## src/rtl/prps_pkg.sv

```systemverilog
// shared types and constants for the port range splitter
package prps_pkg;

    localparam int unsigned FIELD_W       = 16;
    localparam int unsigned LG_W          = 5;
    localparam int unsigned ADDR_BITS_DEF = 16;

    localparam logic [FIELD_W-1:0] MAX_PORT_RESET = 16'hFFFF;

    localparam logic STATUS_OK    = 1'b0;
    localparam logic STATUS_ERROR = 1'b1;

    typedef struct packed {
        logic [FIELD_W-1:0] range_start;
        logic [FIELD_W-1:0] range_length;
    } prps_in_t;

    typedef struct packed {
        logic [FIELD_W-1:0] chunk_base;
        logic [LG_W-1:0]    chunk_log2_size;
        logic               status;
        logic               last_chunk;
    } prps_out_t;

    typedef struct packed {
        logic load;
        logic step;
    } prps_cmd_t;

    typedef struct packed {
        logic last;
    } prps_sts_t;

endpackage

```

## src/rtl/prps_datapath.sv

```systemverilog
// range check, chunk generator registers and output register
module prps_datapath import prps_pkg::*; #(
    parameter int unsigned ADDR_BITS = ADDR_BITS_DEF
) (
    input  logic               aclk,
    input  logic               aresetn,
    input  logic               cfg_wr_en,
    input  logic [FIELD_W-1:0] cfg_wr_data,
    input  prps_in_t           s_data,
    input  prps_cmd_t          cmd,
    output prps_sts_t          sts,
    output prps_out_t          m_data
);

    localparam int unsigned CALC_W = ((ADDR_BITS > FIELD_W) ? ADDR_BITS : FIELD_W) + 1;
    localparam logic [CALC_W-1:0] SPACE = {{(CALC_W-ADDR_BITS){1'b0}}, {ADDR_BITS{1'b1}}};

    logic [FIELD_W-1:0] max_port_reg;
    logic [CALC_W-1:0]  cur_reg, cur_next;
    logic [FIELD_W-1:0] rem_reg, rem_next;
    logic               err_reg, err_next;
    prps_out_t          out_reg, out_next;

    logic [CALC_W-1:0]  limit;
    logic [CALC_W-1:0]  range_end;
    logic               range_bad;
    logic [CALC_W-1:0]  low_bit;
    logic [FIELD_W-1:0] high_bit;
    logic               use_low;
    logic [FIELD_W-1:0] size;
    logic [LG_W-1:0]    size_lg;
    logic               is_last;

    always_comb begin
        limit     = (CALC_W'(max_port_reg) < SPACE) ? CALC_W'(max_port_reg) : SPACE;
        range_end = CALC_W'(s_data.range_start) + CALC_W'(s_data.range_length)
                    - CALC_W'(1);
        range_bad = (s_data.range_length == '0) || (range_end > limit);
    end

    // chunk size is the smaller of the alignment of cur and the top bit of what remains
    always_comb begin
        low_bit  = cur_reg & (~cur_reg + CALC_W'(1));
        high_bit = '0;
        for (int i = 0; i < FIELD_W; i++) begin
            if (rem_reg[i]) begin
                high_bit = FIELD_W'(1) << i;
            end
        end
        use_low = (low_bit != '0) && (low_bit <= CALC_W'(rem_reg));
        size    = use_low ? low_bit[FIELD_W-1:0] : high_bit;
        size_lg = '0;
        for (int i = 0; i < FIELD_W; i++) begin
            if (size[i]) begin
                size_lg = size_lg | LG_W'(i);
            end
        end
        is_last = err_reg || (rem_reg == size);
    end

    assign sts.last = is_last;

    always_comb begin
        cur_next = cur_reg;
        rem_next = rem_reg;
        err_next = err_reg;
        out_next = out_reg;
        if (cmd.load) begin
            cur_next = CALC_W'(s_data.range_start);
            rem_next = s_data.range_length;
            err_next = range_bad;
        end else if (cmd.step) begin
            cur_next = cur_reg + CALC_W'(size);
            rem_next = rem_reg - size;
            if (err_reg) begin
                out_next.chunk_base      = '0;
                out_next.chunk_log2_size = '0;
                out_next.status          = STATUS_ERROR;
            end else begin
                out_next.chunk_base      = cur_reg[FIELD_W-1:0];
                out_next.chunk_log2_size = size_lg;
                out_next.status          = STATUS_OK;
            end
            out_next.last_chunk = is_last;
        end
    end

    always_ff @(posedge aclk) begin
        if (!aresetn) begin
            max_port_reg <= MAX_PORT_RESET;
        end else if (cfg_wr_en) begin
            max_port_reg <= cfg_wr_data;
        end
    end

    always_ff @(posedge aclk) begin
        cur_reg <= cur_next;
        rem_reg <= rem_next;
        err_reg <= err_next;
        out_reg <= out_next;
    end

    assign m_data = out_reg;

endmodule

```

## src/rtl/prps_ctrl.sv

```systemverilog
// controller: accepts a range, then steps the datapath once per emitted chunk
module prps_ctrl import prps_pkg::*; (
    input  logic      aclk,
    input  logic      aresetn,
    input  logic      s_valid,
    output logic      s_ready,
    output logic      m_valid,
    input  logic      m_ready,
    output prps_cmd_t cmd,
    input  prps_sts_t sts
);

    typedef enum logic {
        ST_IDLE,
        ST_RUN
    } state_t;

    state_t state_reg;
    logic   m_valid_reg;

    assign s_ready  = (state_reg == ST_IDLE);
    assign cmd.load = s_valid && (state_reg == ST_IDLE);
    // output register takes a chunk when empty or being drained
    assign cmd.step = (state_reg == ST_RUN) && (!m_valid_reg || m_ready);
    assign m_valid  = m_valid_reg;

    always_ff @(posedge aclk) begin
        if (!aresetn) begin
            state_reg   <= ST_IDLE;
            m_valid_reg <= 1'b0;
        end else begin
            unique case (state_reg)
                ST_IDLE: begin
                    if (s_valid) begin
                        state_reg <= ST_RUN;
                    end
                end
                ST_RUN: begin
                    if (cmd.step && sts.last) begin
                        state_reg <= ST_IDLE;
                    end
                end
                default: begin
                    state_reg <= ST_IDLE;
                end
            endcase
            if (cmd.step) begin
                m_valid_reg <= 1'b1;
            end else if (m_ready) begin
                m_valid_reg <= 1'b0;
            end
        end
    end

endmodule

```

## src/rtl/port_range_power_of_two_splitter.sv

```systemverilog
// top level: splits a port range into aligned power-of-two chunks
// a range is accepted, then split into 1 to 30 chunks, stepped while the output is free
// a range holds the block until its last chunk steps; there is a single chunk step unit
// first chunk is loaded into the chunk registers, then stepped into the output register
// the next range is accepted while the last chunk still waits in the output register
// synchronous active-low reset empties the output and sets max_port to 65535
module port_range_power_of_two_splitter import prps_pkg::*; #(
    parameter int unsigned ADDR_BITS = ADDR_BITS_DEF
) (
    input  logic               aclk,
    input  logic               aresetn,
    input  logic               cfg_wr_en,
    input  logic [FIELD_W-1:0] cfg_wr_data,
    input  logic               s_valid,
    output logic               s_ready,
    input  prps_in_t           s_data,
    output logic               m_valid,
    input  logic               m_ready,
    output prps_out_t          m_data
);

    prps_cmd_t cmd;
    prps_sts_t sts;

    prps_ctrl u_ctrl (
        .aclk    (aclk),
        .aresetn (aresetn),
        .s_valid (s_valid),
        .s_ready (s_ready),
        .m_valid (m_valid),
        .m_ready (m_ready),
        .cmd     (cmd),
        .sts     (sts)
    );

    prps_datapath #(
        .ADDR_BITS (ADDR_BITS)
    ) u_datapath (
        .aclk        (aclk),
        .aresetn     (aresetn),
        .cfg_wr_en   (cfg_wr_en),
        .cfg_wr_data (cfg_wr_data),
        .s_data      (s_data),
        .cmd         (cmd),
        .sts         (sts),
        .m_data      (m_data)
    );

endmodule

```

## config.mk

```make
export PLATFORM = sky130hd
export DESIGN_NAME = port_range_power_of_two_splitter
export DESIGN_NICKNAME = d
export VERILOG_FILES = /design/src/rtl/prps_pkg.sv /design/src/rtl/prps_datapath.sv /design/src/rtl/prps_ctrl.sv /design/src/rtl/port_range_power_of_two_splitter.sv
export SDC_FILE = /design/constraint.sdc
export NUM_CORES = 1
export LEC_CHECK = 0
export ABC_AREA = 0
export BUFFER_PORTS_ARGS = -buffer_cell sky130_fd_sc_hd__buf_4
export CORE_MARGIN = 2
export CORE_UTILIZATION = 40
export DETAILED_ROUTE_END_ITERATION = 10
export HOLD_SLACK_MARGIN = 0.1
export SLEW_MARGIN = 0
export SYNTH_ARGS = -nofsm -noshare
export SYNTH_HDL_FRONTEND = slang
export SYNTH_SLANG_ARGS = --single-unit
```

## constraint.sdc

```tcl
create_clock -name aclk -period 10.2 [get_ports aclk]
set_input_delay 3.06 -clock aclk [delete_from_list [all_inputs] [get_ports aclk]]
set_output_delay 3.06 -clock aclk [all_outputs]
set_load 0.1 [all_outputs]
```

==> metrics.txt, run 1 <==
Critical Path Fanout Max=3; FP Rows=47; die footprint=18000 µm²; Sequential Area=2010 µm²; gate count of the mapped netlist=814; Leakage=0.00372 µW; Setup Buffers After CTS=0; Max Clk Rate=148 MHz; Setup CP Type=primary input to flop; Antenna Nets Post-Route=0; worst setup margin=3.43 ns; max_slew headroom=35.1%; Least-Margin Pin Slew=0.973 ns; DP Area=7530 µm²; final core utilization=47.1%; yosys synthesis warning count=0; Seq cells post-synth=73; Core Box Area=16600 µm²; first-pass GRT wire length=27500 µm; Yosys top cell area share=24.4%; max cap viols=0; initial drt markers=304; Worst EP arrival=6.87 ns; routed vias=5802; number of top-level pins=78; die span in x=134 µm; crit share post-route=66.4%; worst path required time=10.30 ns; hpwl dp=13500 µm; drt via density=5.24; H-Tree Depth=3; DRC viols=0; Cell Area, Synth=6780 µm²; Final min period=6.77 ns; Commonest cells post-synth=inv_1, ha_1, nand2_1; TritonRoute pass-1 iters=5; Worst Skew=0.00796 ns; nets=1032; Worst Hold Class=flop to flop; clk_lat worst skew=0.35 ns; ys async rst share=0%; crit end category=flop; clk slew on worst S/H paths=0.06 ns; global route total overflow=0; Syn-to-layout area delta=15.3%; cell taking the most area after synthesis=edfxtp_1; PD cells=183 nW/µm²; status=completed; post-cts sizing count=0; Synth Area per Inst=8.33 µm²; clock sink count=73; drt total wl=17100 µm; IO Port Bufs=76; CTS tree=built; share of layout cells above drive strength 1=12.3%; post-DR wirelength/cell=15.4 µm; root buffer cell=clkbuf_16; Setup WS pre-CTS=3.03 ns; CTS Hold Buffers Added=0; total CTS buffers=9; CP Launch Type=primary input; Diodes inserted=0; Multi-input gate area=4160 µm²; fillers=1684; # setup viols final=0; Finished Cell Area=7810 µm²; Final TNS setup=0 ns; Synth area leaders=edfxtp_1, ha_1, inv_1; maximum root-to-sink buffer count=2; max reg flops=22; pins over their slew limit=0; syn_nets=963; prevailing post-synth register cell=edfxtp_1; largest net degree at the start of global routing=37; number of global-route vias before repair=5449; Fin. Hold Viols=0; Tot GR Track Use=19.6%; Die Ht=134 µm; Post-synth EDFFs=55; RSZ-0062 raised after global routing=false; most common cell in the netlist=inv_1; Distinct cells, synth=64; sequential-to-total area share from yosys stat=29.7%; initial cell density of the core=40.9%; initial antenna violation count=0; RePlAce Congestion=0.894; Peak supply drop=0.0913 mV
path summary, 6_finish.rpt:
kind | end | startpoint | slack (ns) | cells past startpoint
setup reg to reg | u_datapath.rem_reg[14]$_DFFE_PP_ | u_datapath.cur_reg[0]$_DFFE_PP_ | 3.75 | 21
hold reg to reg | u_datapath.max_port_reg[15]$_SDFFE_PN1P_ | u_datapath.max_port_reg[15]$_SDFFE_PN1P_ | 0.48 | 2
hold / removal | u_datapath.max_port_reg[15]$_SDFFE_PN1P_ | u_datapath.max_port_reg[15]$_SDFFE_PN1P_ | 0.48 | 2
setup / recovery | u_datapath.err_reg$_DFFE_PP_ | s_data[1] | 3.43 | 20
worst max-delay path: stages:
cell and delay, ns:
buf_4 0.09, inv_1 0.04, ha_1 0.26, inv_1 0.04
ha_1 0.22, fa_1 0.41, a21o_1 0.18, a21oi_1 0.21
o21bai_1 0.12, a31oi_1 0.25, o21ai_0 0.19, o41ai_1 0.44
o21bai_1 0.10, a21oi_1 0.18, xnor2_1 0.09, ha_1 0.30
nand4_1 0.08, or4_1 0.41, o211ai_1 0.12, nand3_1 0.09
metrics by stage:
step,hold slack (ns),total power (µW),instances
after floorplan,0.440,949,814
after detailed placement,0.478,1110,1092
after global routing,0.499,1540,1108
after CTS,0.487,1440,1108
after global placement,0.474,1110,1092
final,0.481,1430,1108
placed cells by master, fill, tap and decap left out, types with 17 or more instances in the layout:
cell      instances
buf_4            77
edfxtp_1         55
a21oi_1          51
nor2_1           59
ha_1             93
xnor2_1          17
o21ai_0          34
inv_1           134
nor3_1           22
o211ai_1         20
nand3_1          30
nand2_1          59
nor2b_1          21
dfxtp_1          18
routing by layer:
layer / GRT usage (%) / wire (µm)
met5: 0 / 0
met4: 6.26 / 300
met1: 26.1 / 8010
met3: 3.29 / 730
met2: 32.5 / 8030
layout make-up:
cell class / instances / share of cell area, %
Tap cell: 220 / 3.52
Sequential cell: 73 / 25.7
Clock inverter: 4 / 0.560
Timing Repair Buffer: 77 / 7.40
Multi-Input combinational cell: 587 / 53.3
Clock buffer: 12 / 3.03
Inverter: 135 / 6.49
power breakdown:
part / switching, µW / internal [µW] / total (µW)
clock: 128 / 188 / 316
combinational: 398 / 257 / 655
sequential: 65.2 / 394 / 460
cells by family after synthesis:
logic type,count (synthesis),synth area share (%)
AO/OA/AOI/OAI,183,17.4
XOR/XNOR,33,4.26
adder cells (fa/ha/maj),96,18.1
buffers and inverters,154,8.97
flip-flops,73,29.7
multiplexers,10,1.50
other,1,0.0553
AND/OR/NAND/NOR,264,20.0
Note: power is estimated with default switching activity, not from simulation.
==> run 2, diff against run 1 <==
==> constraint.sdc (replaced) <==
create_clock -name aclk -period 6.85 [get_ports aclk]
set_input_delay 2.055 -clock aclk [delete_from_list [all_inputs] [get_ports aclk]]
set_output_delay 2.055 -clock aclk [all_outputs]
set_load 0.1 [all_outputs]
==> run 2 against run 1 <==
Via count down 0.74%. Largest power group unchanged. Global-route usage up 0.15 points. Highest routed layer unchanged. Critical endpoint is now u_datapath.rem_reg[14]$_DFFE_PP_. Setup slack worse by 2.5 ns. Sequential share of layout area about the same. Die area is the same. Combinational power up 49%.
==> metrics.txt, run 2 (synthesis results as in run 1) <==
Diodes inserted=0 (unchanged); hold depth=2 (unchanged); Fin. Hold Viols=0 (unchanged); RSZ-0062 raised after global routing=false (unchanged); Combinational Power Share=46.7% (was 45.8%); Final TNS setup=0 ns (unchanged); placed cells=1094 (was 1092); Syn-to-layout area delta=15.1% (was 15.3%); number of global-route vias before repair=5659 (was 5449); max reg flops=22 (unchanged); die span in x=134 µm (unchanged); max cap viols=0 (unchanged); clk_lat worst skew=0.35 ns (about the same); CP Launch Type=flop (was primary input); nets=1034 (was 1032); hpwl dp=13500 µm (about the same); critical path depth=21 (was 20); Least-Margin Pin Slew=0.940 ns (was 0.973 ns); number of top-level pins=78 (unchanged); share of layout cells above drive strength 1=12.5% (was 12.3%); TritonRoute pass-1 iters=5 (unchanged); most numerous cell on the critical path=o21ai_0 (was ha_1); switching share of power=42.0% (was 41.4%); first-pass GRT wire length=27900 µm (was 27500 µm); total CTS buffers=9 (unchanged); Peak supply drop=0.151 mV (was 0.0913 mV); sw power=875 µW (was 592 µW); DRC viols=0 (unchanged); Slowest-stage cell, CP=or4_4 (was o41ai_1); initial cell density of the core=40.9% (unchanged); Tot GR Track Use=19.7% (was 19.6%); Sequential Power Share=32.9% (was 32.1%); most common cell after layout, fill and taps aside=inv_1 (unchanged); depth of the most critical reg-to-reg path=21 (unchanged); Worst EP arrival=5.98 ns (was 6.87 ns); post-DR wirelength/cell=15.2 µm (was 15.4 µm); crit share post-route=86.2%; Finished Cell Area=7800 µm² (was 7810 µm²); maximum root-to-sink buffer count=2 (unchanged); Final min period=5.91 ns; Critical Path Fanout Max=12 (was 3); Final Non-Filler Cells=1109 (was 1108); commonest non-fill, non-tap cells in the layout=inv_1, ha_1, buf_4, nand2_1, nor2_1 (unchanged); Setup Buffers After CTS=0 (unchanged); RePlAce Congestion=0.873 (was 0.894); initial drt markers=355 (was 304); # setup viols final=0 (unchanged); pins over their slew limit=0 (unchanged); Leakage=0.00371 µW (was 0.00372 µW); Worst Hold Class=flop to flop (unchanged); Max Clk Rate=169 MHz; Die Ht=134 µm (unchanged); initial antenna violation count=0 (unchanged); crit end category=flop (unchanged); clock sink count=73 (unchanged); crit path buf inv count=1 (was 3); largest net degree at the start of global routing=37 (unchanged); root buffer cell=clkbuf_16 (unchanged); CP delay by family, top=simple AND/OR/NAND/NOR gates (was compound AO/OA/AOI/OAI gates); CP Cell Sequence=or4_4 > nor4_4 > and2b_1 > and3b_1 > ha_1 > nand3_1 > a311oi_1 > o21ai_1 > a21oi_4 > mux2i_1 > inv_1 > ha_1 > nor2b_1 > o21ai_0 > a21oi_1 > o31a_1 > nor3_1 > o21ai_0 > a31oi_1 > xor2_1 > o21ai_0 (was buf_4 > inv_1 > ha_1 > inv_1 > ha_1 > fa_1 > a21o_1 > a21oi_1 > o21bai_1 > a31oi_1 > o21ai_0 > o41ai_1 > o21bai_1 > a21oi_1 > xnor2_1 > ha_1 > nand4_1 > or4_1 > o211ai_1 > nand3_1); DP Area=7550 µm² (was 7530 µm²); status=completed (unchanged); max_slew headroom=37.3% (was 35.1%); drt via density=5.19 (was 5.24); post-cts sizing count=0 (unchanged); P_int=1210 µW (was 839 µW); Worst Skew=0.0103 ns (was 0.00796 ns); PD cells=267 nW/µm² (was 183 nW/µm²); fillers=1710 (was 1684); die footprint=18000 µm² (unchanged); Power Total=2090 µW (was 1430 µW); clock share of power=20.4% (was 22.1%); worst path required time=6.92 ns (was 10.30 ns); CTS tree=built (unchanged); routed vias=5759 (was 5802); Core Box Area=16600 µm² (unchanged); slowest stage delay, CP=0.65 ns (was 0.44 ns); CTS Hold Buffers Added=0 (unchanged); Setup CP Type=flop to flop (was primary input to flop); H-Tree Depth=3 (unchanged); drt total wl=16900 µm (was 17100 µm); Antenna Nets Post-Route=0 (unchanged); FP Rows=47 (unchanged); global route total overflow=0 (unchanged); IO Port Bufs=76 (unchanged); clk slew on worst S/H paths=0.06 ns (about the same)
-- run 2: cell count changes in the layout (fill, tap and decap cells not counted), sizes merged --
| cell | change |
|---|---|
| buf | +2 |
| clkbuf | -1 |
| bufinv | -1 |
| clkinvlp | +1 |
-- run 2: area by class of cell --
| type | instances | area [µm²] | area share, % |
|---|---|---|---|
| clock inverters | 4 | 21.3 | 0.273 |
| well taps | 220 | 275 | 3.53 |
| flip-flops and latches | 73 | 2010 | 25.8 |
| clock buffers | 11 | 233 | 2.98 |
| inverters | 135 | 507 | 6.49 |
| multi-input cells | 587 | 4160 | 53.3 |
| repair buffers | 79 | 593 | 7.60 |
-- run 2: layer usage --
metal | global-route usage (%) | vias to the layer above | wire length, µm
met1 | 26.1 | 2608 | 7920
met2 | 32.2 | 126 | 7800
met4 | 6.78 | 0 | 416
met5 | 0 | - | 0
li1 | - | 3000 | -
met3 | 4.04 | 25 | 738
-- run 2: power groups by stage --
stage	Clock, µW	Combinational [µW]	Sequential [µW]
final	426	974	686
after detailed placement	0	964	693
after CTS	437	973	684
after global placement	0	962	691
after floorplan	0	666	748
after global routing	452	1100	697
-- run 2: final timing paths --
path,startpoint,endpoint,slack [ns]
max,u_datapath.cur_reg[0]$_DFFE_PP_,u_datapath.rem_reg[14]$_DFFE_PP_,0.94
max reg2reg,u_datapath.cur_reg[0]$_DFFE_PP_,u_datapath.rem_reg[14]$_DFFE_PP_,0.94
min reg2reg,u_datapath.max_port_reg[15]$_SDFFE_PN1P_,u_datapath.max_port_reg[15]$_SDFFE_PN1P_,0.48
min,u_datapath.max_port_reg[15]$_SDFFE_PN1P_,u_datapath.max_port_reg[15]$_SDFFE_PN1P_,0.48
-- run 2: metrics by stage --
step / setup slack [ns] / hold WS (ns) / utilization, %
floorplan: 1.20 / 0.440 / -
global placement: 0.775 / 0.474 / 45.5
detailed placement: 0.676 / 0.480 / 45.5
CTS: 1.00 / 0.487 / 47.0
global route: 0.410 / 0.504 / 47.0
finish: 0.944 / 0.481 / 47.0
-- run 2: worst min-delay path, delay by kind of cell (launching register included) --
family                 cells  cell delay [ns]
DFF                        1             0.29
AOI/OAI and AO/OA          1             0.07
buffers and inverters      1             0.06
==> run 3, diff against run 2 <==
==> constraint.sdc (replaced) <==
create_clock -name aclk -period 6 [get_ports aclk]
set_input_delay 1.8 -clock aclk [delete_from_list [all_inputs] [get_ports aclk]]
set_output_delay 1.8 -clock aclk [all_outputs]
set_load 0.1 [all_outputs]
==> run 3 against run 2 <==
Global-route usage grew 0.33 points. Via count is 1.4% higher. Die area stayed put. Worst hold slack improved by 0.00070 ns. Design area is 2.7% higher. Combinational power up 22%. Fmax rose by 6.0%. Total power grew 22%. Register-to-register slack lost 0.51 ns. Sequential share of layout area is 0.68 points lower. Largest cell class unchanged. Largest power group unchanged.
==> metrics.txt, run 3 (synthesis results as in run 1) <==
status=completed (unchanged); RR Startpoint=u_datapath.cur_reg[0]$_DFFE_PP_ (unchanged); RePlAce Congestion=0.892 (was 0.873); total CTS buffers=9 (unchanged); IO Port Bufs=76 (unchanged); Core Box Area=16600 µm² (unchanged); CP delay by family, top=simple AND/OR/NAND/NOR gates (unchanged); Tot GR Track Use=20.1% (was 19.7%); Final min period=5.57 ns (was 5.91 ns); initial cell density of the core=40.9% (unchanged); global route total overflow=0 (unchanged); max reg flops=22 (unchanged); largest net degree at the start of global routing=37 (unchanged); Peak supply drop=0.161 mV (was 0.151 mV); Sequential Area=2010 µm² (unchanged); worst path required time=6.05 ns (was 6.92 ns); H-Tree Depth=3 (unchanged); root buffer cell=clkbuf_16 (unchanged); clk slew on worst S/H paths=0.06 ns (about the same); number of top-level pins=78 (unchanged); RSZ-0062 raised after global routing=false (unchanged); Final TNS setup=0 ns (unchanged); CP Cell Sequence=or4_4 > nor4_4 > nand3b_1 > inv_1 > ha_1 > nand2_1 > nor2_1 > o21ai_0 > o21ai_0 > o21ai_1 > a21oi_4 > buf_4 > mux2_2 > ha_1 > nand3_1 > a211o_1 > a31oi_1 > nand4_1 > nand4b_1 > a21oi_1 > xor2_1 > o21ai_0 (was or4_4 > nor4_4 > and2b_1 > and3b_1 > ha_1 > nand3_1 > a311oi_1 > o21ai_1 > a21oi_4 > mux2i_1 > inv_1 > ha_1 > nor2b_1 > o21ai_0 > a21oi_1 > o31a_1 > nor3_1 > o21ai_0 > a31oi_1 > xor2_1 > o21ai_0); depth of the most critical reg-to-reg path=22 (was 21); Multi-input gate area=4160 µm² (about the same); drt via density=5.17 (was 5.19); Final Non-Filler Cells=1129 (was 1109); first-pass GRT wire length=28200 µm (was 27900 µm); most numerous cell on the critical path=o21ai_0 (unchanged); crit end category=flop (unchanged); CTS tree=built (unchanged); clock sink count=73 (unchanged); Leakage=0.00384 µW (was 0.00371 µW); worst hold start=u_datapath.max_port_reg[6]$_SDFFE_PN1P_ (was u_datapath.max_port_reg[15]$_SDFFE_PN1P_); initial drt markers=455 (was 355); Antenna Nets Post-Route=0 (unchanged); routed vias=5839 (was 5759); nets=1053 (was 1034); Worst Hold Class=flop to flop (unchanged); drt total wl=17400 µm (was 16900 µm); Syn-to-layout area delta=18.2% (was 15.1%); hold depth=2 (unchanged); post-DR wirelength/cell=15.4 µm (was 15.2 µm); Critical Path Fanout Max=23 (was 12); crit path buf inv count=2 (was 1); final core utilization=48.3% (was 47.0%); clk_lat worst skew=0.35 ns (about the same); die footprint=18000 µm² (unchanged); fillers=1688 (was 1710); die span in x=134 µm (unchanged); CP Launch Type=flop (unchanged); PD cells=317 nW/µm² (was 267 nW/µm²); pins over their slew limit=0 (unchanged); max cap viols=0 (unchanged); placed cells=1113 (was 1094); # setup viols final=0 (unchanged); Diodes inserted=0 (unchanged); most common cell after layout, fill and taps aside=inv_1 (unchanged); hold endpoint=u_datapath.max_port_reg[6]$_SDFFE_PN1P_ (was u_datapath.max_port_reg[15]$_SDFFE_PN1P_); Setup CP Type=flop to flop (unchanged); share of layout cells above drive strength 1=14.6% (was 12.5%); CTS Hold Buffers Added=0 (unchanged); crit share post-route=92.8% (was 86.2%); number of global-route vias before repair=5638 (was 5659); initial antenna violation count=0 (unchanged); max_slew headroom=31.3% (was 37.3%); Min Hold Slack=0.482 ns (was 0.481 ns); Fin. Hold Viols=0 (unchanged); commonest non-fill, non-tap cells in the layout=inv_1, buf_4, ha_1, nand2_1, nor2_1 (was inv_1, ha_1, buf_4, nand2_1, nor2_1); Max Clk Rate=180 MHz (was 169 MHz); Least-Margin Pin Slew=1.03 ns (was 0.940 ns); worst r2r dst=u_datapath.cur_reg[15]$_DFFE_PP_ (was u_datapath.rem_reg[14]$_DFFE_PP_); TritonRoute pass-1 iters=7 (was 5); Worst Skew=0.00511 ns (was 0.0103 ns); hpwl dp=13800 µm (was 13500 µm); flop-to-flop setup slack=0.43 ns (was 0.94 ns); Slowest-stage cell, CP=or4_4 (unchanged); FP Rows=47 (unchanged); Die Ht=134 µm (unchanged); maximum root-to-sink buffer count=2 (unchanged); slowest stage delay, CP=0.62 ns (was 0.65 ns); Setup Buffers After CTS=0 (unchanged); Worst EP arrival=5.62 ns (was 5.98 ns); DRC viols=0 (unchanged)
==> run 3: worst max path at each step <==
stage | from | to | cells after the start
6_report | u_datapath.cur_reg[0]$_DFFE_PP_ | u_datapath.cur_reg[15]$_DFFE_PP_ | 22
3_3_place_gp | s_data[1] | u_datapath.err_reg$_DFFE_PP_ | 20
4_1_cts | u_datapath.cur_reg[0]$_DFFE_PP_ | u_datapath.cur_reg[14]$_DFFE_PP_ | 24
3_5_place_dp | s_data[1] | u_datapath.err_reg$_DFFE_PP_ | 20
2_1_floorplan | s_data[1] | u_datapath.err_reg$_DFFE_PP_ | 19
5_1_grt | u_datapath.cur_reg[1]$_DFFE_PP_ | u_datapath.cur_reg[14]$_DFFE_PP_ | 24
==> run 3: layout make-up <==
class	count	share of cell area, %
Timing Repair Buffer	98	9.18
Inverter	135	6.32
Sequential cell	73	25.1
Tap cell	220	3.44
Clock buffer	10	2.98
Multi-Input combinational cell	587	52.0
Clock inverter	6	1.01
==> run 3: metal layers <==
layer	global-route usage [%]	part of all wire (%)	vias to the layer above
met5	0	0	-
met4	7.60	2.3	0
met3	2.72	4.8	23
met2	32.7	46	162
met1	27.1	47	2603
li1	-	-	3051
==> run 3: timing repair <==
action / in CTS / in global routing
gates resized for setup: 0 / 2
hold endpoints to repair: 0 / 0
endpoints found under the setup margin: 0 / 3
==> run 3: report_power, final <==
| part | total (µW) | internal, µW | leakage [µW] | switching [µW] |
|---|---|---|---|---|
| clock network | 597 | 373 | 0.000156 | 225 |
| logic | 1190 | 474 | 0.00300 | 719 |
| registers | 750 | 669 | 0.000684 | 81.3 |
==> run 3: per-stage QoR <==
step           worst slack [ns]  power [µW]  instance area (µm²)
2_1_floorplan             0.607        1610                 6780
3_3_place_gp              0.164        1940                 7690
3_5_place_dp              0.104        1940                 7690
5_1_grt                 0.00450        2720                 8010
6_report                  0.430        2540                 8010
4_1_cts                   0.404        2550                 8010
==> run 3: tightest hold or removal path: cells and delay by family, from the launching register on <==
kind | cells | cell delay (ns)
buffers and inverters | 1 | 0.06
AOI/OAI and AO/OA | 1 | 0.07
DFF | 1 | 0.29
